[src/fjv_pkg.sv]
`timescale 1ns / 1ps

package fjv_pkg;

    typedef enum logic [4:0] {
        PH_OPEN, PH_FIRST, PH_KEYQ, PH_KEY, PH_KEYESC, PH_COLON, PH_VALUE,
        PH_VSTR, PH_VESC, PH_NSIGN, PH_NINT, PH_NZERO, PH_FRAC0, PH_FRAC,
        PH_EXP0, PH_EXPS, PH_EXP, PH_LIT, PH_NEXT, PH_DONE
    } t_phase;

    typedef enum logic [3:0] {
        ST_OK, ST_NO_BRACE, ST_NO_KEY_QUOTE, ST_NO_COLON, ST_BAD_LITERAL,
        ST_TRUNC_STRING, ST_NO_DIGIT, ST_NO_FRAC_DIGIT, ST_NO_EXP_DIGIT,
        ST_ARRAY, ST_NESTED, ST_NO_COMMA, ST_TRAILING, ST_TOO_LONG
    } t_status;

    typedef struct packed {
        t_phase     phase;
        logic [2:0] lit_pos;
        logic [1:0] lit_kind;
    } t_parse_state;

    typedef struct packed {
        t_parse_state ps;
        logic         pair_inc;
        t_status      err;
    } t_step;

    localparam t_parse_state PS_RESET = '{phase: PH_OPEN, lit_pos: 3'd0, lit_kind: 2'd0};

    localparam logic [7:0] CH_NUL    = 8'h00;
    localparam logic [7:0] CH_DIG0   = "0";
    localparam logic [7:0] CH_DIG9   = "9";
    localparam logic [7:0] CH_EXP_LO = "e";
    localparam logic [7:0] CH_EXP_UP = "E";
    localparam logic [7:0] CH_MINUS  = "-";
    localparam logic [7:0] CH_PLUS   = "+";
    localparam logic [7:0] CH_DOT    = ".";
    localparam logic [7:0] CH_LBRACE = "{";
    localparam logic [7:0] CH_RBRACE = "}";
    localparam logic [7:0] CH_LBRACK = "[";
    localparam logic [7:0] CH_COLON  = ":";
    localparam logic [7:0] CH_COMMA  = ",";
    localparam logic [7:0] CH_QUOTE  = 8'h22;
    localparam logic [7:0] CH_BSLASH = 8'h5c;
    localparam logic [7:0] CH_N      = "n";
    localparam logic [7:0] CH_T      = "t";
    localparam logic [7:0] CH_F      = "f";

    localparam logic [1:0] LIT_NULL  = 2'd0;
    localparam logic [1:0] LIT_TRUE  = 2'd1;
    localparam logic [1:0] LIT_FALSE = 2'd2;

    // letters after the first one of null, true, false
    localparam logic [7:0] LIT_CHARS [3][4] = '{
        '{"u", "l", "l", 8'h00},
        '{"r", "u", "e", 8'h00},
        '{"a", "l", "s", "e"}
    };
    localparam logic [2:0] LIT_LEN [3] = '{3'd3, 3'd3, 3'd4};

endpackage

[src/fjv_byte_if.sv]
`timescale 1ns / 1ps

interface fjv_byte_if;
    logic       valid;
    logic       ready;
    logic [7:0] data_byte;

    modport source (output valid, output data_byte, input ready);
    modport sink (input valid, input data_byte, output ready);
endinterface

[src/fjv_result_if.sv]
`timescale 1ns / 1ps

interface fjv_result_if;
    logic        valid;
    logic        ready;
    logic [3:0]  status;
    logic [15:0] error_offset;
    logic [15:0] member_count;

    modport source (output valid, output status, output error_offset,
                    output member_count, input ready);
    modport sink (input valid, input status, input error_offset,
                  input member_count, output ready);
endinterface

[src/fjv_cfg_if.sv]
`timescale 1ns / 1ps

interface fjv_cfg_if;
    logic        valid;
    logic        ready;
    logic [15:0] max_event_length;

    modport source (output valid, output max_event_length, input ready);
    modport sink (input valid, input max_event_length, output ready);
endinterface

[src/fjv_advance.sv]
`timescale 1ns / 1ps

module fjv_advance (
    input  fjv_pkg::t_parse_state i_ps,
    input  logic [7:0]            i_byte,
    output fjv_pkg::t_step        o_step
);
    import fjv_pkg::*;

    logic       is_dig;
    logic       is_exp;
    logic [1:0] lit_k;
    logic [2:0] lit_nx;
    t_step      num_end;

    assign is_dig = (i_byte >= CH_DIG0) && (i_byte <= CH_DIG9);
    assign is_exp = (i_byte == CH_EXP_LO) || (i_byte == CH_EXP_UP);
    assign lit_k  = (i_ps.lit_kind == 2'd3) ? LIT_NULL : i_ps.lit_kind;
    assign lit_nx = i_ps.lit_pos + 3'd1;

    // number ends here, the same byte is checked as a separator
    always_comb begin
        num_end          = '{ps: i_ps, pair_inc: 1'b1, err: ST_OK};
        num_end.ps.phase = PH_NEXT;
        if (i_byte == CH_COMMA) begin
            num_end.ps.phase = PH_KEYQ;
        end else if (i_byte == CH_RBRACE) begin
            num_end.ps.phase = PH_DONE;
        end else begin
            num_end.err = ST_NO_COMMA;
        end
    end

    always_comb begin
        o_step = '{ps: i_ps, pair_inc: 1'b0, err: ST_OK};
        unique case (i_ps.phase)
            PH_OPEN: begin
                if (i_byte == CH_LBRACE) o_step.ps.phase = PH_FIRST;
                else o_step.err = ST_NO_BRACE;
            end
            PH_FIRST: begin
                if (i_byte == CH_RBRACE) o_step.ps.phase = PH_DONE;
                else if (i_byte == CH_QUOTE) o_step.ps.phase = PH_KEY;
                else o_step.err = ST_NO_KEY_QUOTE;
            end
            PH_KEYQ: begin
                if (i_byte == CH_QUOTE) o_step.ps.phase = PH_KEY;
                else o_step.err = ST_NO_KEY_QUOTE;
            end
            PH_KEY: begin
                if (i_byte == CH_NUL) o_step.err = ST_TRUNC_STRING;
                else if (i_byte == CH_BSLASH) o_step.ps.phase = PH_KEYESC;
                else if (i_byte == CH_QUOTE) o_step.ps.phase = PH_COLON;
            end
            PH_VSTR: begin
                if (i_byte == CH_NUL) begin
                    o_step.err = ST_TRUNC_STRING;
                end else if (i_byte == CH_BSLASH) begin
                    o_step.ps.phase = PH_VESC;
                end else if (i_byte == CH_QUOTE) begin
                    o_step.ps.phase = PH_NEXT;
                    o_step.pair_inc = 1'b1;
                end
            end
            PH_KEYESC: begin
                if (i_byte == CH_NUL) o_step.err = ST_TRUNC_STRING;
                else o_step.ps.phase = PH_KEY;
            end
            PH_VESC: begin
                if (i_byte == CH_NUL) o_step.err = ST_TRUNC_STRING;
                else o_step.ps.phase = PH_VSTR;
            end
            PH_COLON: begin
                if (i_byte == CH_COLON) o_step.ps.phase = PH_VALUE;
                else o_step.err = ST_NO_COLON;
            end
            PH_VALUE: begin
                if (i_byte == CH_QUOTE) begin
                    o_step.ps.phase = PH_VSTR;
                end else if (i_byte == CH_MINUS) begin
                    o_step.ps.phase = PH_NSIGN;
                end else if (i_byte == CH_N || i_byte == CH_T || i_byte == CH_F) begin
                    o_step.ps.phase    = PH_LIT;
                    o_step.ps.lit_pos  = 3'd0;
                    o_step.ps.lit_kind = (i_byte == CH_N) ? LIT_NULL :
                                         (i_byte == CH_T) ? LIT_TRUE : LIT_FALSE;
                end else if (i_byte == CH_LBRACK) begin
                    o_step.err = ST_ARRAY;
                end else if (i_byte == CH_LBRACE) begin
                    o_step.err = ST_NESTED;
                end else if (i_byte == CH_DIG0) begin
                    o_step.ps.phase = PH_NZERO;
                end else if (is_dig) begin
                    o_step.ps.phase = PH_NINT;
                end else begin
                    o_step.err = ST_NO_DIGIT;
                end
            end
            PH_NSIGN: begin
                if (i_byte == CH_DIG0) o_step.ps.phase = PH_NZERO;
                else if (is_dig) o_step.ps.phase = PH_NINT;
                else o_step.err = ST_NO_DIGIT;
            end
            PH_NINT: begin
                if (is_dig) o_step.ps.phase = PH_NINT;
                else if (i_byte == CH_DOT) o_step.ps.phase = PH_FRAC0;
                else if (is_exp) o_step.ps.phase = PH_EXP0;
                else o_step = num_end;
            end
            PH_NZERO: begin
                if (i_byte == CH_DOT) o_step.ps.phase = PH_FRAC0;
                else if (is_exp) o_step.ps.phase = PH_EXP0;
                else o_step = num_end;
            end
            PH_FRAC0: begin
                if (is_dig) o_step.ps.phase = PH_FRAC;
                else o_step.err = ST_NO_FRAC_DIGIT;
            end
            PH_FRAC: begin
                if (is_dig) o_step.ps.phase = PH_FRAC;
                else if (is_exp) o_step.ps.phase = PH_EXP0;
                else o_step = num_end;
            end
            PH_EXP0: begin
                if (i_byte == CH_MINUS || i_byte == CH_PLUS) o_step.ps.phase = PH_EXPS;
                else if (is_dig) o_step.ps.phase = PH_EXP;
                else o_step.err = ST_NO_EXP_DIGIT;
            end
            PH_EXPS: begin
                if (is_dig) o_step.ps.phase = PH_EXP;
                else o_step.err = ST_NO_EXP_DIGIT;
            end
            PH_EXP: begin
                if (is_dig) o_step.ps.phase = PH_EXP;
                else o_step = num_end;
            end
            PH_LIT: begin
                if (i_ps.lit_pos >= LIT_LEN[lit_k] ||
                    i_byte != LIT_CHARS[lit_k][i_ps.lit_pos[1:0]]) begin
                    o_step.err = ST_BAD_LITERAL;
                end else begin
                    o_step.ps.lit_pos = lit_nx;
                    if (lit_nx == LIT_LEN[lit_k]) begin
                        o_step.ps.phase = PH_NEXT;
                        o_step.pair_inc = 1'b1;
                    end
                end
            end
            PH_NEXT: begin
                if (i_byte == CH_COMMA) o_step.ps.phase = PH_KEYQ;
                else if (i_byte == CH_RBRACE) o_step.ps.phase = PH_DONE;
                else o_step.err = ST_NO_COMMA;
            end
            default: begin
                if (i_byte != CH_NUL) o_step.err = ST_TRAILING;
            end
        endcase
    end
endmodule

[src/flat_json_object_validator_core.sv]
`timescale 1ns / 1ps

// Checks a byte stream in which a zero byte ends each event: every event must
// be one flat JSON object without whitespace. One byte is taken per clock
// unless a terminating zero byte is stalled. A byte is held in the input
// register, where the parse stage checks it against the event state; the
// terminating zero byte writes a status, stop offset and member count into the
// result register (an empty event gives no result). Bytes keep streaming while
// a result waits; only a zero byte that ends a non-empty event stalls until the
// waiting result has been taken. The limit register may be written only while
// no event is in progress.
module flat_json_object_validator_core #(
    parameter int COUNT_WIDTH = 16
) (
    input  logic          i_clk,
    input  logic          i_rst_n,
    fjv_cfg_if.sink       i_cfg,
    fjv_byte_if.sink      i_in,
    fjv_result_if.source  o_out
);
    import fjv_pkg::*;

    localparam int EW = (COUNT_WIDTH > 16) ? COUNT_WIDTH : 16;
    localparam logic [EW-1:0] OUT_MAX = EW'(17'h0ffff);

    function automatic logic [15:0] sat16(input logic [COUNT_WIDTH-1:0] v);
        logic [EW-1:0] ext;
        ext = EW'(v);
        return (ext > OUT_MAX) ? 16'hffff : ext[15:0];
    endfunction

    function automatic logic [COUNT_WIDTH-1:0] inc_sat(input logic [COUNT_WIDTH-1:0] v);
        return (&v) ? v : v + COUNT_WIDTH'(1);
    endfunction

    logic [15:0]            r_max_len;
    logic                   r_s1_valid, n_s1_valid;
    logic [7:0]             r_s1_byte;
    t_parse_state           r_ps, n_ps;
    t_status                r_err, n_err;
    logic [COUNT_WIDTH-1:0] r_stop, n_stop;
    logic [COUNT_WIDTH-1:0] r_pos, n_pos;
    logic [COUNT_WIDTH-1:0] r_pairs, n_pairs;
    logic                   r_out_valid, n_out_valid;
    t_status                r_out_status, n_out_status;
    logic [15:0]            r_out_offset, n_out_offset;
    logic [15:0]            r_out_count, n_out_count;

    t_step step;
    logic  s1_zero, s1_result, s1_go, too_long, out_free;

    fjv_advance u_advance (
        .i_ps   (r_ps),
        .i_byte (r_s1_byte),
        .o_step (step)
    );

    assign s1_zero   = (r_s1_byte == CH_NUL);
    assign s1_result = s1_zero && !(r_pos == '0 && r_err == ST_OK);
    assign out_free  = !r_out_valid || o_out.ready;
    assign s1_go     = r_s1_valid && (!s1_result || out_free);
    assign too_long  = EW'(r_pos) >= EW'(r_max_len);

    assign i_in.ready         = !r_s1_valid || s1_go;
    assign i_cfg.ready        = 1'b1;
    assign o_out.valid        = r_out_valid;
    assign o_out.status       = 4'(r_out_status);
    assign o_out.error_offset = r_out_offset;
    assign o_out.member_count = r_out_count;

    always_comb begin
        n_s1_valid   = (r_s1_valid && !s1_go) || (i_in.valid && i_in.ready);
        n_ps         = r_ps;
        n_err        = r_err;
        n_stop       = r_stop;
        n_pos        = r_pos;
        n_pairs      = r_pairs;
        n_out_valid  = r_out_valid && !o_out.ready;
        n_out_status = r_out_status;
        n_out_offset = r_out_offset;
        n_out_count  = r_out_count;
        if (s1_go) begin
            if (!s1_zero) begin
                if (too_long) begin
                    if (r_err != ST_TOO_LONG) begin
                        n_err  = ST_TOO_LONG;
                        n_stop = r_pos;
                    end
                end else if (r_err == ST_OK) begin
                    n_ps = step.ps;
                    if (step.pair_inc) n_pairs = inc_sat(r_pairs);
                    if (step.err != ST_OK) begin
                        n_err  = step.err;
                        n_stop = r_pos;
                    end
                end
                n_pos = inc_sat(r_pos);
            end else begin
                if (s1_result) begin
                    n_out_valid = 1'b1;
                    if (r_err != ST_OK) begin
                        n_out_status = r_err;
                        n_out_offset = sat16(r_stop);
                        n_out_count  = sat16(r_pairs);
                    end else begin
                        n_out_status = step.err;
                        n_out_offset = sat16(r_pos);
                        n_out_count  = sat16(step.pair_inc ? inc_sat(r_pairs) : r_pairs);
                    end
                end
                n_ps    = PS_RESET;
                n_err   = ST_OK;
                n_stop  = '0;
                n_pos   = '0;
                n_pairs = '0;
            end
        end
    end

    always_ff @(posedge i_clk) begin
        if (!i_rst_n) begin
            r_max_len   <= 16'hffff;
            r_s1_valid  <= 1'b0;
            r_ps        <= PS_RESET;
            r_err       <= ST_OK;
            r_stop      <= '0;
            r_pos       <= '0;
            r_pairs     <= '0;
            r_out_valid <= 1'b0;
        end else begin
            if (i_cfg.valid) r_max_len <= i_cfg.max_event_length;
            r_s1_valid  <= n_s1_valid;
            r_ps        <= n_ps;
            r_err       <= n_err;
            r_stop      <= n_stop;
            r_pos       <= n_pos;
            r_pairs     <= n_pairs;
            r_out_valid <= n_out_valid;
        end
    end

    always_ff @(posedge i_clk) begin
        if (i_in.valid && i_in.ready) r_s1_byte <= i_in.data_byte;
        r_out_status <= n_out_status;
        r_out_offset <= n_out_offset;
        r_out_count  <= n_out_count;
    end

`ifndef SYNTHESIS
    a_result_from_zero: assert property (@(posedge i_clk) disable iff (!i_rst_n)
        (s1_go && !s1_zero) |=> !$rose(r_out_valid))
        else $error("result raised by a nonzero byte");

    a_clear_after_end: assert property (@(posedge i_clk) disable iff (!i_rst_n)
        (s1_go && s1_zero) |=> (r_pos == '0 && r_err == ST_OK && r_pairs == '0))
        else $error("event state not cleared after terminating byte");

    a_error_sticky: assert property (@(posedge i_clk) disable iff (!i_rst_n)
        (r_err != ST_OK && !(s1_go && s1_zero))
        |=> (r_err == $past(r_err) || r_err == ST_TOO_LONG))
        else $error("error code changed inside an event");

    a_pairs_le_pos: assert property (@(posedge i_clk) disable iff (!i_rst_n)
        r_pairs <= r_pos)
        else $error("member count exceeds byte count");
`endif
endmodule
[src/flat_wrapper.sv]
// flat-port wrapper written by rule: the top's interface ports become plain ports
module flat_json_object_validator_core_flat import fjv_pkg::*;
#(
    parameter int COUNT_WIDTH = 16
)
  (i_clk, i_rst_n, i_cfg_valid, i_cfg_max_event_length, i_cfg_ready, i_in_valid, i_in_data_byte, i_in_ready, o_out_valid, o_out_status, o_out_error_offset, o_out_member_count, o_out_ready);
  fjv_cfg_if i_cfg_i ();
  fjv_byte_if i_in_i ();
  fjv_result_if o_out_i ();
  input  logic i_clk;
  input  logic i_rst_n;
  input wire logic [$bits(i_cfg_i.valid)-1:0] i_cfg_valid;
  input wire logic [$bits(i_cfg_i.max_event_length)-1:0] i_cfg_max_event_length;
  output wire logic [$bits(i_cfg_i.ready)-1:0] i_cfg_ready;
  input wire logic [$bits(i_in_i.valid)-1:0] i_in_valid;
  input wire logic [$bits(i_in_i.data_byte)-1:0] i_in_data_byte;
  output wire logic [$bits(i_in_i.ready)-1:0] i_in_ready;
  output wire logic [$bits(o_out_i.valid)-1:0] o_out_valid;
  output wire logic [$bits(o_out_i.status)-1:0] o_out_status;
  output wire logic [$bits(o_out_i.error_offset)-1:0] o_out_error_offset;
  output wire logic [$bits(o_out_i.member_count)-1:0] o_out_member_count;
  input wire logic [$bits(o_out_i.ready)-1:0] o_out_ready;
  assign i_cfg_i.valid = i_cfg_valid;
  assign i_cfg_i.max_event_length = i_cfg_max_event_length;
  assign i_cfg_ready = i_cfg_i.ready;
  assign i_in_i.valid = i_in_valid;
  assign i_in_i.data_byte = i_in_data_byte;
  assign i_in_ready = i_in_i.ready;
  assign o_out_valid = o_out_i.valid;
  assign o_out_status = o_out_i.status;
  assign o_out_error_offset = o_out_i.error_offset;
  assign o_out_member_count = o_out_i.member_count;
  assign o_out_i.ready = o_out_ready;
  flat_json_object_validator_core #(.COUNT_WIDTH(COUNT_WIDTH)) u_core (.i_clk(i_clk), .i_rst_n(i_rst_n), .i_cfg(i_cfg_i), .i_in(i_in_i), .o_out(o_out_i));
endmodule
[config.mk]
export PLATFORM = sky130hd
export DESIGN_NAME = flat_json_object_validator_core_flat
export DESIGN_NICKNAME = d
export VERILOG_FILES = /design/src/fjv_pkg.sv /design/src/fjv_byte_if.sv /design/src/fjv_result_if.sv /design/src/fjv_cfg_if.sv /design/src/fjv_advance.sv /design/src/flat_json_object_validator_core.sv /design/src/flat_wrapper.sv
export SDC_FILE = /design/constraint.sdc
export NUM_CORES = 1
export LEC_CHECK = 0
export BUFFER_PORTS_ARGS = -buffer_cell sky130_fd_sc_hd__buf_2
export CAP_MARGIN = 30
export CORE_MARGIN = 8
export CORE_UTILIZATION = 60
export DETAILED_ROUTE_END_ITERATION = 7
export GPL_ROUTABILITY_DRIVEN = 1
export PLACE_DENSITY = 0.8
export SLEW_MARGIN = 20
export SYNTH_ARGS = -nofsm -noshare
export SYNTH_HDL_FRONTEND = slang
export SYNTH_SLANG_ARGS = --single-unit
[constraint.sdc]
create_clock -name i_clk -period 5.8 [get_ports i_clk]
set_input_delay 1.16 -clock i_clk [delete_from_list [all_inputs] [get_ports i_clk]]
set_output_delay 1.16 -clock i_clk [all_outputs]
set_load 0.02 [all_outputs]
=== Yosys cells after proc, flatten, opt, wreduce, memory -nomap -nowiden ===
Cells that the tools add are included.

* Register bits: 124
* Bits of input ports: 29
* Output and inout port bits: 39
* Word-level logic and storage cells: 239

* Add/subtract/negate cells: 3
* Magnitude comparators: 10
* Equal/unequal tests: 57
* Multiplexer cells: 108
* Bitwise operators: 2
* Reductions and logical operators: 45

{| class="wikitable"
|+ Operators by type and width
! kind !! count
|-
| 16-bit two-way mux || 18
|-
| 5-bit two-way mux || 33
|-
| 5-bit one-hot mux with 19 select lines || 1
|-
| 8-bit by 7-bit == test with 1-bit output, second input constant || 9
|-
| 32-bit binary-select mux with 2-bit select || 1
|-
| 16-bit > comparator, second input constant || 4
|-
| 32-bit two-way mux || 2
|-
| 4-bit two-way mux || 16
|-
| 4-bit one-hot mux with 16 select lines || 1
|-
| 8-bit by 6-bit == test with 1-bit output, second input constant || 7
|-
| 10-bit two-way mux || 5
|-
| 5-bit by 4-bit == test with 1-bit output, second input constant || 8
|-
| 3-bit by 2-bit inequality test with 1-bit output, second input constant || 11
|-
| 16-bit by 1-bit adder with 16-bit output, second input constant || 2
|-
| 16-bit AND reduction || 2
|-
| 8-bit two-way mux || 3
|-
| 3-bit two-way mux || 7
|-
| 5-bit by 3-bit == test with 1-bit output, second input constant || 4
|-
| 20-bit nonzero test || 1
|-
| 3-bit one-hot mux with 6 select lines || 1
|-
| 8-bit binary-select mux with 2-bit select || 1
|-
| 16-bit greater-or-equal comparator || 1
|-
| 16-bit zero test || 1
|-
| 5-bit == test, second input constant || 3
|-
| other kinds (39) || 83
|}

=== Depth between registers and ports, before layout ===
Gate-level depths: netlist (run 1).

* Depth in word-level cells: 18
* Gate-level depth with buffers: 13
* Depth with buffers taken out: 12

=== Modules after synthesis ===
From an unflattened synthesis (run 1), not the netlist that was laid out.

* Cell total of the unflattened synthesis: 836
* Area total of the unflattened synthesis: 7413.4 µm²

{| class="wikitable"
|+ By module, submodules not included
! module !! instances !! cells an instance !! area an instance (µm²) !! seq. area each (µm²)
|-
| flat_json_object_validator_core || 1 || 548 || 5522.8 || 2922.8
|-
| fjv_advance || 1 || 288 || 1890.6 || 0.0
|}

=== Worst setup path before layout (run 1) ===
No wires, ideal clock.

* Kind: register to register
* Start: register u_core.r_s1_byte[0]
* End: register u_core.r_out_offset[0] (netlist: u_core.o_out.error_offset[0]), enable pin
* Setup time: 474 ps
* Arrival time: 4082 ps
* Data required time: 5326 ps
* Setup slack: 1244 ps
* Stages on the path, launching flop included: 7
* Buffers on the path: 3
* Period minus slack after synthesis: 4556 ps
* Cell sequence: edfxtp_1 clkbuf_1 nor4_1 nand2_1 clkbuf_1 clkbuf_1 nor3_1

* Cells in the longest elaborated chain, start to end: 6

{| class="wikitable"
|+ RTL lines
! item !! line !! source
|-
| from (decl) || flat_json_object_validator_core.sv:38 || <nowiki>logic [7:0] r_s1_byte;</nowiki>
|-
| from (signal assigned) || flat_json_object_validator_core.sv:143 || <nowiki>if (i_in.valid && i_in.ready) r_s1_byte <= i_in.data_byte;</nowiki>
|-
| 8-bit zero test * || flat_json_object_validator_core.sv:58 || <nowiki>assign s1_zero = (r_s1_byte == CH_NUL);</nowiki>
|-
| 1-bit logical AND || flat_json_object_validator_core.sv:59 || <nowiki>assign s1_result = s1_zero && !(r_pos == '0 && r_err == ST_OK);</nowiki>
|-
| 1-bit zero test || flat_json_object_validator_core.sv:61 || <nowiki>assign s1_go = r_s1_valid && (!s1_result || out_free);</nowiki>
|-
| 1-bit logical OR || flat_json_object_validator_core.sv:61 ||
|-
| 1-bit logical AND || flat_json_object_validator_core.sv:61 ||
|-
| 3-bit AND reduction (no source line) * || n/a ||
|-
| to (signal assigned) || flat_json_object_validator_core.sv:145 || <nowiki>r_out_offset <= n_out_offset;</nowiki>
|-
| to (decl) || flat_json_object_validator_core.sv:46 || <nowiki>logic [15:0] r_out_offset, n_out_offset;</nowiki>
|}

Every way passes the cells marked *; elsewhere a longest branch is shown, timed or not.
A chain may end at the register's enable or synchronous reset.

=== Worst setup path in the final report (run 1) ===
* Start: register u_core.r_s1_byte[1]
* End: output port i_in_ready

* Cells in the longest elaborated chain, start to end: 6

{| class="wikitable"
|+ RTL lines
! item !! line !! source
|-
| 8-bit zero test || flat_json_object_validator_core.sv:58 ||
|-
| 1-bit logical AND || flat_json_object_validator_core.sv:59 ||
|-
| 1-bit zero test || flat_json_object_validator_core.sv:61 ||
|-
| 1-bit logical OR || flat_json_object_validator_core.sv:61 ||
|-
| 1-bit logical AND || flat_json_object_validator_core.sv:61 ||
|-
| 1-bit logical OR || flat_json_object_validator_core.sv:64 || <nowiki>assign i_in.ready = !r_s1_valid || s1_go;</nowiki>
|-
| to (decl) || flat_wrapper.sv:17 || <nowiki>output wire logic [$bits(i_in_i.ready)-1:0] i_in_ready;</nowiki>
|}

Every way passes these cells.

==> flow_summary.yaml, run 1 <==
logic_synthesis:
  ys_types: 85
  sequential_share_of_the_synthesized_area: 0.390
  ys.flop_type: "sky130_fd_sc_hd__dfxtp_1"
  mapped_area_mm2: 0.00749
  postSynthRegisterBits: 124
  avgSynthCellArea_um2: 8.46
  ys_warn_count: 0
  syn-num-nets: 941
  synth_edf_count: 44
  synth_cells: 885
  async_flop_share: 0
setup_path:
  path_common_cell: "sky130_fd_sc_hd__nand2_1"
  setup.worst_path.end_class: "primary output"
  cp.required_ns: 4.64
  crit_path_cell_trace: "nor4_1, nand2_1, buf_4, nor3_1, nand2_1, buf_2"
  crit_fanout: 30
  data_arrival_time_of_the_critical_path_ns: 2.86
  cpPeakStageDelay_ns: 0.76
  path_class: "reg2out"
  critical_path.slowest_cell: "sky130_fd_sc_hd__nor4_1"
  startpoint_type_of_the_worst_setup_path: "flop"
clocking:
  cts.repair_timing.setup_buffer_count: 0
  cts.hold.buffers_added: 0
  clock_path_buffers: 2
  cts_buffers: 17
  clk_root_buffer_cell: "sky130_fd_sc_hd__clkbuf_16"
  cts_resized: 0
  clk_transition_reported_paths_ns: 0.06
  clock_h_tree_levels: 4
  numClockSinks: 124
  clk_latency_ns: 0.42
  cts_tree: "done"
floorplan:
  initial_core_util: 0.603
  fp.dieArea_mm2: 0.0163
  rows: 41
  die_width_um: 128
  num_io_pins: 68
  fp.coreArea_mm2: 0.0124
  dieHeight_um: 128
timing:
  report.final.setup_viol: 0
  rsz0062_at_grt: "no"
  timing_worst_slew_pin_value_ns: 0.900
  share_of_the_clock_period_used_by_the_worst_path: 0.693
  layout_setup_ws_ns: 1.78
  fmax_mhz: 249
  fin_crit_ns: 4.02
  timing.final.max_slew_violations: 0
  setup-tns-final_ns: 0
  hold_violations: 0
  max-slew-margin-rel: 0.400
  skew_ns: 0.00497
place:
  buffer_ports.inserted: 66
  dpl.cell_count: 1080
  pre_cts_ws_ns: 2.09
  place_congestion: 1.02
  place_hpwl_um: 13200
final_layout:
  drive_gt1_frac: 0.139
  fillCellCount: 1042
  final_common_cell: "sky130_fd_sc_hd__nand2_1"
  finish.utilization: 0.689
  synthToLayoutAreaGrowth_pct: 14.2
  post_layout_nonfiller_instances: 1113
  num_antenna_cells: 0
  finish.net_count: 984
  leading_cell_types_in_the_layout_fill_and_taps_excluded: "sky130_fd_sc_hd__nand2_1 (163), sky130_fd_sc_hd__dfxtp_1 (80), sky130_fd_sc_hd__buf_2 (66)"
route:
  detail_route.wl_per_cell_um: 17.0
  drt_iter0_drc: 731
  detail_route.wirelength_um: 19000
  drt_drc_violations_left: 0
  drt_first_pass_iters: 5
  detail_route.vias_per_cell: 6.06
  route.vias.total: 6747
  ant_nets: 0
grt:
  largest_net_degree_at_the_start_of_global_routing: 45
  first_global_vias: 6379
  remaining_overflow_grt: 0
  global_route.usage.total: 0.239
  grt_pass1_wl_um: 31600
  grt_antenna_before_repair: 0
power_and_ir_drop:
  max-vdd-ir-drop_v: 0.000165
  seq_power_share: 0.424
  power_density_mw_per_mm2: 256
  leakage_nw: 3.56
  netSwitchingFraction: 0.225
  intPower_w: 0.00170
  power.share.clock: 0.521
  power.net_switching_w: 0.000493
  pwr-share-comb: 0.055
worst_hold_path:
  hold_path_class: "reg2reg"
flow_run:
  max_cap_viol_count: 0
status:
  status: "complete, no violations"
==> worst max-delay path: cells and delay by family, from the launching register on <==
family,cells,cell delay (ns)
flops,1,0.56
simple gates,4,1.42
buf+inv,2,0.45
==> per-stage QoR <==
| step | hold WS (ns) | instance area [µm²] | power, W |
|---|---|---|---|
| final | 0.457 | 8550 | 0.00219 |
| after CTS | 0.456 | 8540 | 0.00220 |
| after global routing | 0.472 | 8550 | 0.00226 |
| after detailed placement | 0.449 | 7900 | 0.00106 |
| after global placement | 0.443 | 7900 | 0.00106 |
| after floorplan | 0.435 | 7490 | 0.00103 |
==> routing by layer <==
layer	wire, µm	GRT usage
met5	0	0
met4	364	0.0874
met3	1590	0.0537
met2	8360	0.361
met1	8660	0.329
==> worst paths after layout <==
check                                                     from                                     end  slack (ns)  cells past startpoint
worst max-delay path             u_core.r_s1_byte[1]$_DFFE_PP_                              i_in_ready        1.78                      6
worst min-delay path            u_core.r_stop[13]$_SDFFE_PN0P_          u_core.r_stop[13]$_SDFFE_PN0P_        0.46                      2
worst max register to register     u_core.r_ps[0]$_SDFFE_PN0P_  u_core.o_out.member_count[4]$_DFFE_PP_        2.08                     11
worst min register to register  u_core.r_stop[13]$_SDFFE_PN0P_          u_core.r_stop[13]$_SDFFE_PN0P_        0.46                      2
==> sequential cells by signal, indices dropped and copies added, names as in the netlist, 8 cells and up <==
register / flops
u_core.r_max_len: 16
u_core.r_stop: 16
u_core.o_out.member_count: 16
u_core.r_ps: 10
u_core.r_pairs: 16
u_core.r_pos: 16
u_core.o_out.error_offset: 16
u_core.r_s1_byte: 8
==> cells by family (layout without fill, tap and decap cells) <==
| kind of cell | after synthesis | after routing | synth area share |
|---|---|---|---|
| other | 1 | 1 | 0.000501 |
| flip-flops | 124 | 124 | 0.390 |
| adder cells (fa/ha/maj) | 27 | 27 | 0.0451 |
| multiplexers | 38 | 38 | 0.0536 |
| AND/OR/NAND/NOR | 415 | 415 | 0.277 |
| buffers and inverters | 87 | 143 | 0.0466 |
| AO/OA/AOI/OAI | 160 | 160 | 0.149 |
| XOR/XNOR | 33 | 33 | 0.0386 |
==> cells in the mapped netlist (4+ instances only) <==
| cell type | n | area (µm²) |
|---|---|---|
| sky130_fd_sc_hd__a31oi_1 | 9 | 56.3 |
| sky130_fd_sc_hd__nand3_1 | 44 | 220 |
| sky130_fd_sc_hd__dfxtp_1 | 80 | 1600 |
| sky130_fd_sc_hd__a21oi_1 | 24 | 120 |
| sky130_fd_sc_hd__inv_1 | 34 | 128 |
| sky130_fd_sc_hd__buf_2 | 9 | 45.0 |
| sky130_fd_sc_hd__ha_1 | 27 | 338 |
| sky130_fd_sc_hd__nand2_1 | 163 | 612 |
| sky130_fd_sc_hd__mux2_2 | 4 | 45.0 |
| sky130_fd_sc_hd__and2_1 | 10 | 62.6 |
| sky130_fd_sc_hd__nor3_1 | 25 | 125 |
| sky130_fd_sc_hd__o21ai_0 | 26 | 130 |
| sky130_fd_sc_hd__and3_1 | 15 | 93.8 |
| sky130_fd_sc_hd__or3_1 | 5 | 31.3 |
| sky130_fd_sc_hd__nand2b_1 | 12 | 75.1 |
| sky130_fd_sc_hd__o22ai_1 | 7 | 43.8 |
| sky130_fd_sc_hd__a21o_1 | 9 | 67.6 |
| sky130_fd_sc_hd__nand4b_1 | 8 | 70.1 |
| sky130_fd_sc_hd__o21ai_1 | 6 | 30.0 |
| sky130_fd_sc_hd__o211ai_1 | 20 | 150 |
| sky130_fd_sc_hd__nor2_1 | 61 | 229 |
| sky130_fd_sc_hd__a211oi_1 | 5 | 37.5 |
| sky130_fd_sc_hd__clkbuf_1 | 38 | 143 |
| sky130_fd_sc_hd__a31o_1 | 5 | 43.8 |
| sky130_fd_sc_hd__o31ai_1 | 5 | 37.5 |
| sky130_fd_sc_hd__nor2b_1 | 14 | 87.6 |
| sky130_fd_sc_hd__xor2_1 | 14 | 123 |
| sky130_fd_sc_hd__nor3b_1 | 5 | 37.5 |
| sky130_fd_sc_hd__nor4_1 | 10 | 62.6 |
| sky130_fd_sc_hd__a32o_1 | 4 | 40.0 |
| sky130_fd_sc_hd__mux2i_1 | 30 | 300 |
| sky130_fd_sc_hd__edfxtp_1 | 44 | 1320 |
| sky130_fd_sc_hd__nand4_1 | 12 | 75.1 |
| sky130_fd_sc_hd__xnor2_1 | 19 | 166 |
| sky130_fd_sc_hd__nand3b_1 | 5 | 37.5 |
==> layout make-up <==
cell class / instances / area, µm² / area share
repair buffers: 76 / 409 / 0.0478
multi-input cells: 674 / 4230 / 0.495
flip-flops and latches: 124 / 2920 / 0.342
well taps: 172 / 215 / 0.0252
clock inverters: 13 / 189 / 0.0221
clock buffers: 19 / 453 / 0.0530
inverters: 35 / 131 / 0.0154
==> power groups by stage <==
| stage | clock [W] | combinational (W) | sequential, W |
|---|---|---|---|
| CTS | 0.00115 | 0.000118 | 0.000929 |
| finish | 0.00114 | 0.000120 | 0.000930 |
| detailed placement | 0 | 0.000117 | 0.000947 |
| global route | 0.00119 | 0.000134 | 0.000932 |
| global placement | 0 | 0.000115 | 0.000947 |
| floorplan | 0 | 0.0000952 | 0.000934 |
(Power assumes the default switching activity.)
==> run 2, diff against run 1 <==
--- a/config.mk
+++ b/config.mk
@@ -5,13 +5,14 @@
 export SDC_FILE = /design/constraint.sdc
 export NUM_CORES = 1
 export LEC_CHECK = 0
+export ABC_AREA = 1
 export BUFFER_PORTS_ARGS = -buffer_cell sky130_fd_sc_hd__buf_2
 export CAP_MARGIN = 30
 export CORE_MARGIN = 8
-export CORE_UTILIZATION = 60
+export CORE_UTILIZATION = 55
 export DETAILED_ROUTE_END_ITERATION = 7
 export GPL_ROUTABILITY_DRIVEN = 1
-export PLACE_DENSITY = 0.8
+export PLACE_DENSITY = 0.77
 export SLEW_MARGIN = 20
 export SYNTH_ARGS = -nofsm -noshare
 export SYNTH_HDL_FRONTEND = slang
==> constraint.sdc (replaced) <==
create_clock -name i_clk -period 3.2 [get_ports i_clk]
set_input_delay 0.64 -clock i_clk [delete_from_list [all_inputs] [get_ports i_clk]]
set_output_delay 0.64 -clock i_clk [all_outputs]
set_load 0.02 [all_outputs]
==> flow_summary.yaml, run 2 <==
timing:
  fin_crit_ns: 2.99
  setup-tns-final_ns: 0
  skew_ns: 0.0115
  hold_violations: 0
  timing.final.max_slew_violations: 0
  max-slew-margin-rel: 0.452
  fmax_mhz: 334
  share_of_the_clock_period_used_by_the_worst_path: 0.935
  report.final.setup_viol: 0
  rsz0062_at_grt: "no"
  layout_setup_ws_ns: 0.207
  tightest_hold_margin_ns: 0.385
  timing_worst_slew_pin_value_ns: 0.822
flow_run:
  max_cap_viol_count: 0
logic_synthesis:
  synth_xor_xnor_area_share: 0.0196
  synth_cells: 1156
  synth_top_cells_by_count: "sky130_fd_sc_hd__nand2_1 (289), sky130_fd_sc_hd__inv_1 (115), sky130_fd_sc_hd__nor2_1 (113)"
  synth_largest_type_area_fraction: 0.199
  largest_family_of_logic_cells_by_synthesized_area: "simple AND/OR/NAND/NOR gates"
  sequential_share_of_the_synthesized_area: 0.364
  synth_top_area_cell: "sky130_fd_sc_hd__dfxtp_1"
  ys.flop_type: "sky130_fd_sc_hd__dfxtp_1"
  synth_edf_count: 44
  avgSynthCellArea_um2: 6.95
  synth_most_common_cell: "sky130_fd_sc_hd__nand2_1"
  compound_gate_fraction_of_synth_area: 0.124
  postSynthRegisterBits: 124
  synth_fa_ha_area_frac: 0.0421
  synth.area.mux_share: 0
  async_flop_share: 0
  syn-num-nets: 1212
  ranking_of_synthesized_cells_by_area: "sky130_fd_sc_hd__dfxtp_1 (20%), sky130_fd_sc_hd__edfxtp_1 (16%), sky130_fd_sc_hd__nand2_1 (14%), sky130_fd_sc_hd__nand3_1 (6.4%), sky130_fd_sc_hd__inv_1 (5.4%)"
  ys_types: 43
  synth_simple_gate_area_share: 0.357
  mapped_area_mm2: 0.00803
  ys_warn_count: 0
power_and_ir_drop:
  max-vdd-ir-drop_v: 0.000431
  intPower_w: 0.00317
  pwr-share-comb: 0.127
  power_density_mw_per_mm2: 476
  seq_power_share: 0.398
  leakage_nw: 4.10
  power.net_switching_w: 0.00119
  power.share.clock: 0.475
  netSwitchingFraction: 0.273
setup_path:
  path_depth: 8
  cp.required_ns: 2.56
  setup.worst_path.end_class: "primary output"
  crit_path_end: "i_in_ready"
  path_common_cell: "sky130_fd_sc_hd__nand2_1"
  crit_fanout: 8
  cpPeakStageDelay_ns: 0.50
  crit_path_cell_trace: "nor2_1, nand2_1, nor2_4, buf_4, nand2_1, inv_1, nand3_1, buf_2"
  path_class: "reg2out"
  worstRegToRegCells: 18
  category_of_cells_accounting_for_the_largest_share_of_critical_path_delay: "simple AND/OR/NAND/NOR gates"
  worstReg2RegEnd: "u_core.r_stop[4]$_SDFFE_PN0P_"
  r2r-start: "u_core.r_ps[0]$_SDFFE_PN0P_"
  rrSetupSlack_ns: 0.32
  critical_path.slowest_cell: "sky130_fd_sc_hd__edfxtp_1"
  critical_path.startpoint: "u_core.r_s1_byte[0]$_DFFE_PP_"
  data_arrival_time_of_the_critical_path_ns: 2.35
  critical_path_buf_inv_count: 3
  startpoint_type_of_the_worst_setup_path: "flop"
grt:
  global_route.usage.total: 0.237
  remaining_overflow_grt: 0
  largest_net_degree_at_the_start_of_global_routing: 41
  grt_antenna_before_repair: 0
  first_global_vias: 7372
  grt_pass1_wl_um: 35700
place:
  dpl.cell_count: 1384
  pre_cts_ws_ns: 0.275
  place_hpwl_um: 15800
  place_congestion: 0.979
  buffer_ports.inserted: 66
floorplan:
  dieHeight_um: 137
  fp.coreArea_mm2: 0.0144
  num_io_pins: 68
  die_width_um: 137
  fp.dieArea_mm2: 0.0187
  initial_core_util: 0.557
  rows: 44
final_layout:
  finish.net_count: 1276
  final_common_cell: "sky130_fd_sc_hd__nand2_1"
  leading_cell_types_in_the_layout_fill_and_taps_excluded: "sky130_fd_sc_hd__nand2_1 (289), sky130_fd_sc_hd__inv_1 (115), sky130_fd_sc_hd__nor2_1 (112)"
  num_antenna_cells: 0
  synthToLayoutAreaGrowth_pct: 14.0
  drive_gt1_frac: 0.157
  fillCellCount: 1368
  post_layout_nonfiller_instances: 1417
clocking:
  cts_tree: "done"
  clock_h_tree_levels: 4
  numClockSinks: 124
  cts.repair_timing.setup_buffer_count: 0
  clk_root_buffer_cell: "sky130_fd_sc_hd__clkbuf_16"
  clk_transition_reported_paths_ns: 0.06
  clock_path_buffers: 2
  cts_buffers: 17
  cts.hold.buffers_added: 0
  clk_latency_ns: 0.43
route:
  drt_drc_violations_left: 0
  drt_iter0_drc: 582
  ant_nets: 0
  detail_route.wirelength_um: 21900
  drt_first_pass_iters: 7
  route.vias.total: 7930
  detail_route.vias_per_cell: 5.60
  detail_route.wl_per_cell_um: 15.5
worst_hold_path:
  hold_path_class: "in2reg"
status:
  status: "complete, no violations"
[run 2: cell count changes after synthesis, sizes merged, moves of 19 or more]
cell	previous run	this run
clkbuf	38	18
mux2i	30	0
inv	35	134
nor2	61	132
nand3	44	127
xnor2	19	0
nand2	163	299
o21ai	32	81
a21oi	24	87
[run 2: final cells by class]
type,count,area [µm²],share of cell area
flip-flops and latches,124,2920,0.319
repair buffers,85,485,0.0530
multi-input cells,855,4380,0.479
inverters,137,514,0.0562
clock inverters,14,190,0.0208
clock buffers,18,429,0.0469
well taps,184,230,0.0252
[run 2: worst min-delay path by stage]
stage | start | to | slack [ns] | cells past startpoint
final | i_in_data_byte[6] | u_core.r_s1_byte[6]$_DFFE_PP_ | 0.38 | 1
after global routing | i_in_data_byte[3] | u_core.r_s1_byte[3]$_DFFE_PP_ | 0.37 | 1
after CTS | i_in_data_byte[6] | u_core.r_s1_byte[6]$_DFFE_PP_ | 0.38 | 1
after detailed placement | u_core.r_max_len[10]$_SDFFE_PN1P_ | u_core.r_max_len[10]$_SDFFE_PN1P_ | 0.46 | 2
after global placement | u_core.r_max_len[11]$_SDFFE_PN1P_ | u_core.r_max_len[11]$_SDFFE_PN1P_ | 0.45 | 2
after floorplan | u_core.r_max_len[10]$_SDFFE_PN1P_ | u_core.r_max_len[10]$_SDFFE_PN1P_ | 0.44 | 2
[run 2: stage by stage]
| stage | util | power, W | instance area (µm²) |
|---|---|---|---|
| after floorplan | - | 0.00217 | 8030 |
| after global placement | 0.590 | 0.00229 | 8520 |
| after detailed placement | 0.590 | 0.00230 | 8520 |
| after CTS | 0.633 | 0.00435 | 9140 |
| after global routing | 0.635 | 0.00451 | 9150 |
| final | 0.635 | 0.00436 | 9150 |
[run 2: repair_timing]
item / in CTS / in global routing
endpoints found under the setup margin: 0 / 20
endpoints found under the hold margin: 0 / 0
gates resized for setup: 0 / 1
[run 2: cells by family after synthesis]
family	count (synthesis)
other cells	1
xor+xnor	18
simple gates	620
fa+ha+maj	27
flops	124
compound gates	188
buf+inv	178
[run 2: power groups by stage]
stage	sequential, W	clock (W)	combinational, W
floorplan	0.00175	0	0.000419
global placement	0.00176	0	0.000526
detailed placement	0.00177	0	0.000537
CTS	0.00173	0.00208	0.000541
global route	0.00174	0.00215	0.000621
finish	0.00173	0.00207	0.000553
[run 2: metal layers]
metal  up-vias  part of all wire  routed length [µm]  GRT usage
met3        34             0.085                1870     0.0459
met2       341              0.45                9850      0.368
met5         -                 0                   0          0
met4         0             0.019                 414     0.0923
met1      3599              0.45                9780      0.319
li1       3956                 -                   -          -
==> run 3, diff against run 2 <==
--- a/config.mk
+++ b/config.mk
@@ -12,7 +12,8 @@
 export CORE_UTILIZATION = 55
 export DETAILED_ROUTE_END_ITERATION = 7
 export GPL_ROUTABILITY_DRIVEN = 1
-export PLACE_DENSITY = 0.77
+export PLACE_DENSITY = 0.8
+export RECOVER_POWER = 50
 export SLEW_MARGIN = 20
 export SYNTH_ARGS = -nofsm -noshare
 export SYNTH_HDL_FRONTEND = slang
==> flow_summary.yaml, run 3 (synthesis gave the netlist of run 2 again) <==
timing:
  hold_violations: 0
  timing_worst_slew_pin_value_ns: 0.962
  report.final.setup_viol: 0
  fin_crit_ns: 2.93
  max-slew-margin-rel: 0.359
  skew_ns: 0.00599
  share_of_the_clock_period_used_by_the_worst_path: 0.915
  rsz0062_at_grt: "no"
  fmax_mhz: 341
  timing.final.max_slew_violations: 0
  setup-tns-final_ns: 0
setup_path:
  worstRegToRegCells: 11
  cpPeakStageDelay_ns: 0.46
  rrSetupSlack_ns: 0.27
  data_arrival_time_of_the_critical_path_ns: 3.22
  cp.required_ns: 3.49
  startpoint_type_of_the_worst_setup_path: "flop"
  worstReg2RegEnd: "u_core.r_ps[8]$_SDFFE_PN0P_"
  setup.worst_path.end_class: "flop"
  path_class: "reg2reg"
  critical_path_buf_inv_count: 2
  crit_fanout: 15
  r2r-start: "u_core.r_s1_byte[1]$_DFFE_PP_"
  path_common_cell: "sky130_fd_sc_hd__nand2_1"
  critical_path.slowest_cell: "sky130_fd_sc_hd__nor3_4"
  category_of_cells_accounting_for_the_largest_share_of_critical_path_delay: "simple AND/OR/NAND/NOR gates"
  path_depth: 11
  crit_path_cell_trace: "clkbuf_1, nor2_1, nand2_1, nor2_4, inv_1, nand2_1, nand3_1, nor3_4, nand2_1, o21ai_1, nor2_1"
floorplan:
  initial_core_util: 0.557
  num_io_pins: 68
  fp.dieArea_mm2: 0.0187
  die_width_um: 137
  dieHeight_um: 137
  rows: 44
  fp.coreArea_mm2: 0.0144
power_and_ir_drop:
  seq_power_share: 0.415
  intPower_w: 0.00301
  netSwitchingFraction: 0.280
  power.net_switching_w: 0.00117
  power.share.clock: 0.453
  max-vdd-ir-drop_v: 0.000395
  power_density_mw_per_mm2: 462
  leakage_nw: 3.96
  pwr-share-comb: 0.132
route:
  detail_route.wl_per_cell_um: 15.1
  ant_nets: 0
  detail_route.vias_per_cell: 5.59
  drt_first_pass_iters: 5
  detail_route.wirelength_um: 21400
  drt_iter0_drc: 765
  route.vias.total: 7933
  drt_drc_violations_left: 0
clocking:
  numClockSinks: 124
  cts_resized: 0
  clock_path_buffers: 2
  clk_root_buffer_cell: "sky130_fd_sc_hd__clkbuf_16"
  clk_transition_reported_paths_ns: 0.06
  cts.repair_timing.setup_buffer_count: 0
  clock_h_tree_levels: 4
  cts_tree: "done"
  clk_latency_ns: 0.43
  cts_buffers: 17
  cts.hold.buffers_added: 0
grt:
  remaining_overflow_grt: 0
  global_route.usage.total: 0.233
  grt_antenna_before_repair: 0
  grt_pass1_wl_um: 35100
  first_global_vias: 7236
  largest_net_degree_at_the_start_of_global_routing: 41
place:
  buffer_ports.inserted: 66
  place_congestion: 1.01
  place_hpwl_um: 15500
worst_hold_path:
  hold_path_class: "in2reg"
  timing.hold.worst_path_depth: 1
  whs_endpoint: "u_core.r_s1_byte[6]$_DFFE_PP_"
  min_from: "i_in_data_byte[6]"
final_layout:
  drive_gt1_frac: 0.123
  num_antenna_cells: 0
  fillCellCount: 1341
  final_common_cell: "sky130_fd_sc_hd__nand2_1"
  finish.utilization: 0.627
  synthToLayoutAreaGrowth_pct: 12.6
  finish.net_count: 1277
  leading_cell_types_in_the_layout_fill_and_taps_excluded: "sky130_fd_sc_hd__nand2_1 (289), sky130_fd_sc_hd__inv_1 (117), sky130_fd_sc_hd__nor2_1 (114)"
status:
  status: "complete, no violations"
flow_run:
  max_cap_viol_count: 0
[run 3: changes by cell type in the layout (fill, tap and decap cells not counted), sizes merged]
cell | before | now
clkinv | 7 | 10
inv | 137 | 136
clkbuf | 18 | 58
nand3 | 128 | 127
bufinv | 4 | 2
buf | 85 | 47
[run 3: layer usage]
| metal | part of all wire | track usage | vias up | wire length [µm] |
|---|---|---|---|---|
| met5 | 0 | 0 | - | 0 |
| met4 | 0.022 | 0.0911 | 0 | 465 |
| met3 | 0.081 | 0.0514 | 41 | 1730 |
| met2 | 0.44 | 0.356 | 366 | 9500 |
| met1 | 0.45 | 0.315 | 3571 | 9720 |
| li1 | - | - | 3955 | - |
[run 3: how the worst max path moves through the flow]
| stage | startpoint | endpoint | slack (ns) |
|---|---|---|---|
| floorplan | u_core.r_s1_byte[6]$_DFFE_PP_ | u_core.o_out.error_offset[0]$_DFFE_PP_ | 0.85 |
| global placement | u_core.r_ps[0]$_SDFFE_PN0P_ | u_core.r_stop[0]$_SDFFE_PN0P_ | 0.42 |
| detailed placement | u_core.r_ps[0]$_SDFFE_PN0P_ | u_core.r_stop[12]$_SDFFE_PN0P_ | 0.36 |
| CTS | u_core.r_ps[0]$_SDFFE_PN0P_ | u_core.r_stop[6]$_SDFFE_PN0P_ | 0.32 |
| global route | u_core.r_ps[0]$_SDFFE_PN0P_ | u_core.r_stop[6]$_SDFFE_PN0P_ | 0.03 |
| finish | u_core.r_s1_byte[1]$_DFFE_PP_ | u_core.r_ps[8]$_SDFFE_PN0P_ | 0.27 |
[run 3: power by group through the flow]
| stage | combinational (W) | sequential [W] | clock, W |
|---|---|---|---|
| 2_1_floorplan | 0.000419 | 0.00175 | 0 |
| 3_3_place_gp | 0.000532 | 0.00176 | 0 |
| 3_5_place_dp | 0.000545 | 0.00176 | 0 |
| 4_1_cts | 0.000552 | 0.00173 | 0.00190 |
| 5_1_grt | 0.000620 | 0.00174 | 0.00198 |
| 6_report | 0.000553 | 0.00173 | 0.00189 |
[run 3: layout make-up]
cell class / instances / area (µm²) / area share
Timing Repair Buffer: 87 / 448 / 0.0495
Multi-Input combinational cell: 854 / 4350 / 0.481
Sequential cell: 124 / 2920 / 0.323
Tap cell: 184 / 230 / 0.0255
Inverter: 137 / 514 / 0.0569
Clock inverter: 14 / 145 / 0.0161
Clock buffer: 18 / 429 / 0.0475
[run 3: metrics by stage]
step	hold slack, ns	power (W)	instance area [µm²]	instances	worst slack, ns
6_report	0.385	0.00418	9040	1418	0.271
5_1_grt	0.371	0.00434	9040	1418	0.0327
4_1_cts	0.371	0.00419	9110	1418	0.316
3_5_place_dp	0.462	0.00231	8530	1386	0.358
3_3_place_gp	0.454	0.00229	8530	1386	0.422
2_1_floorplan	0.439	0.00217	8030	1156	0.845
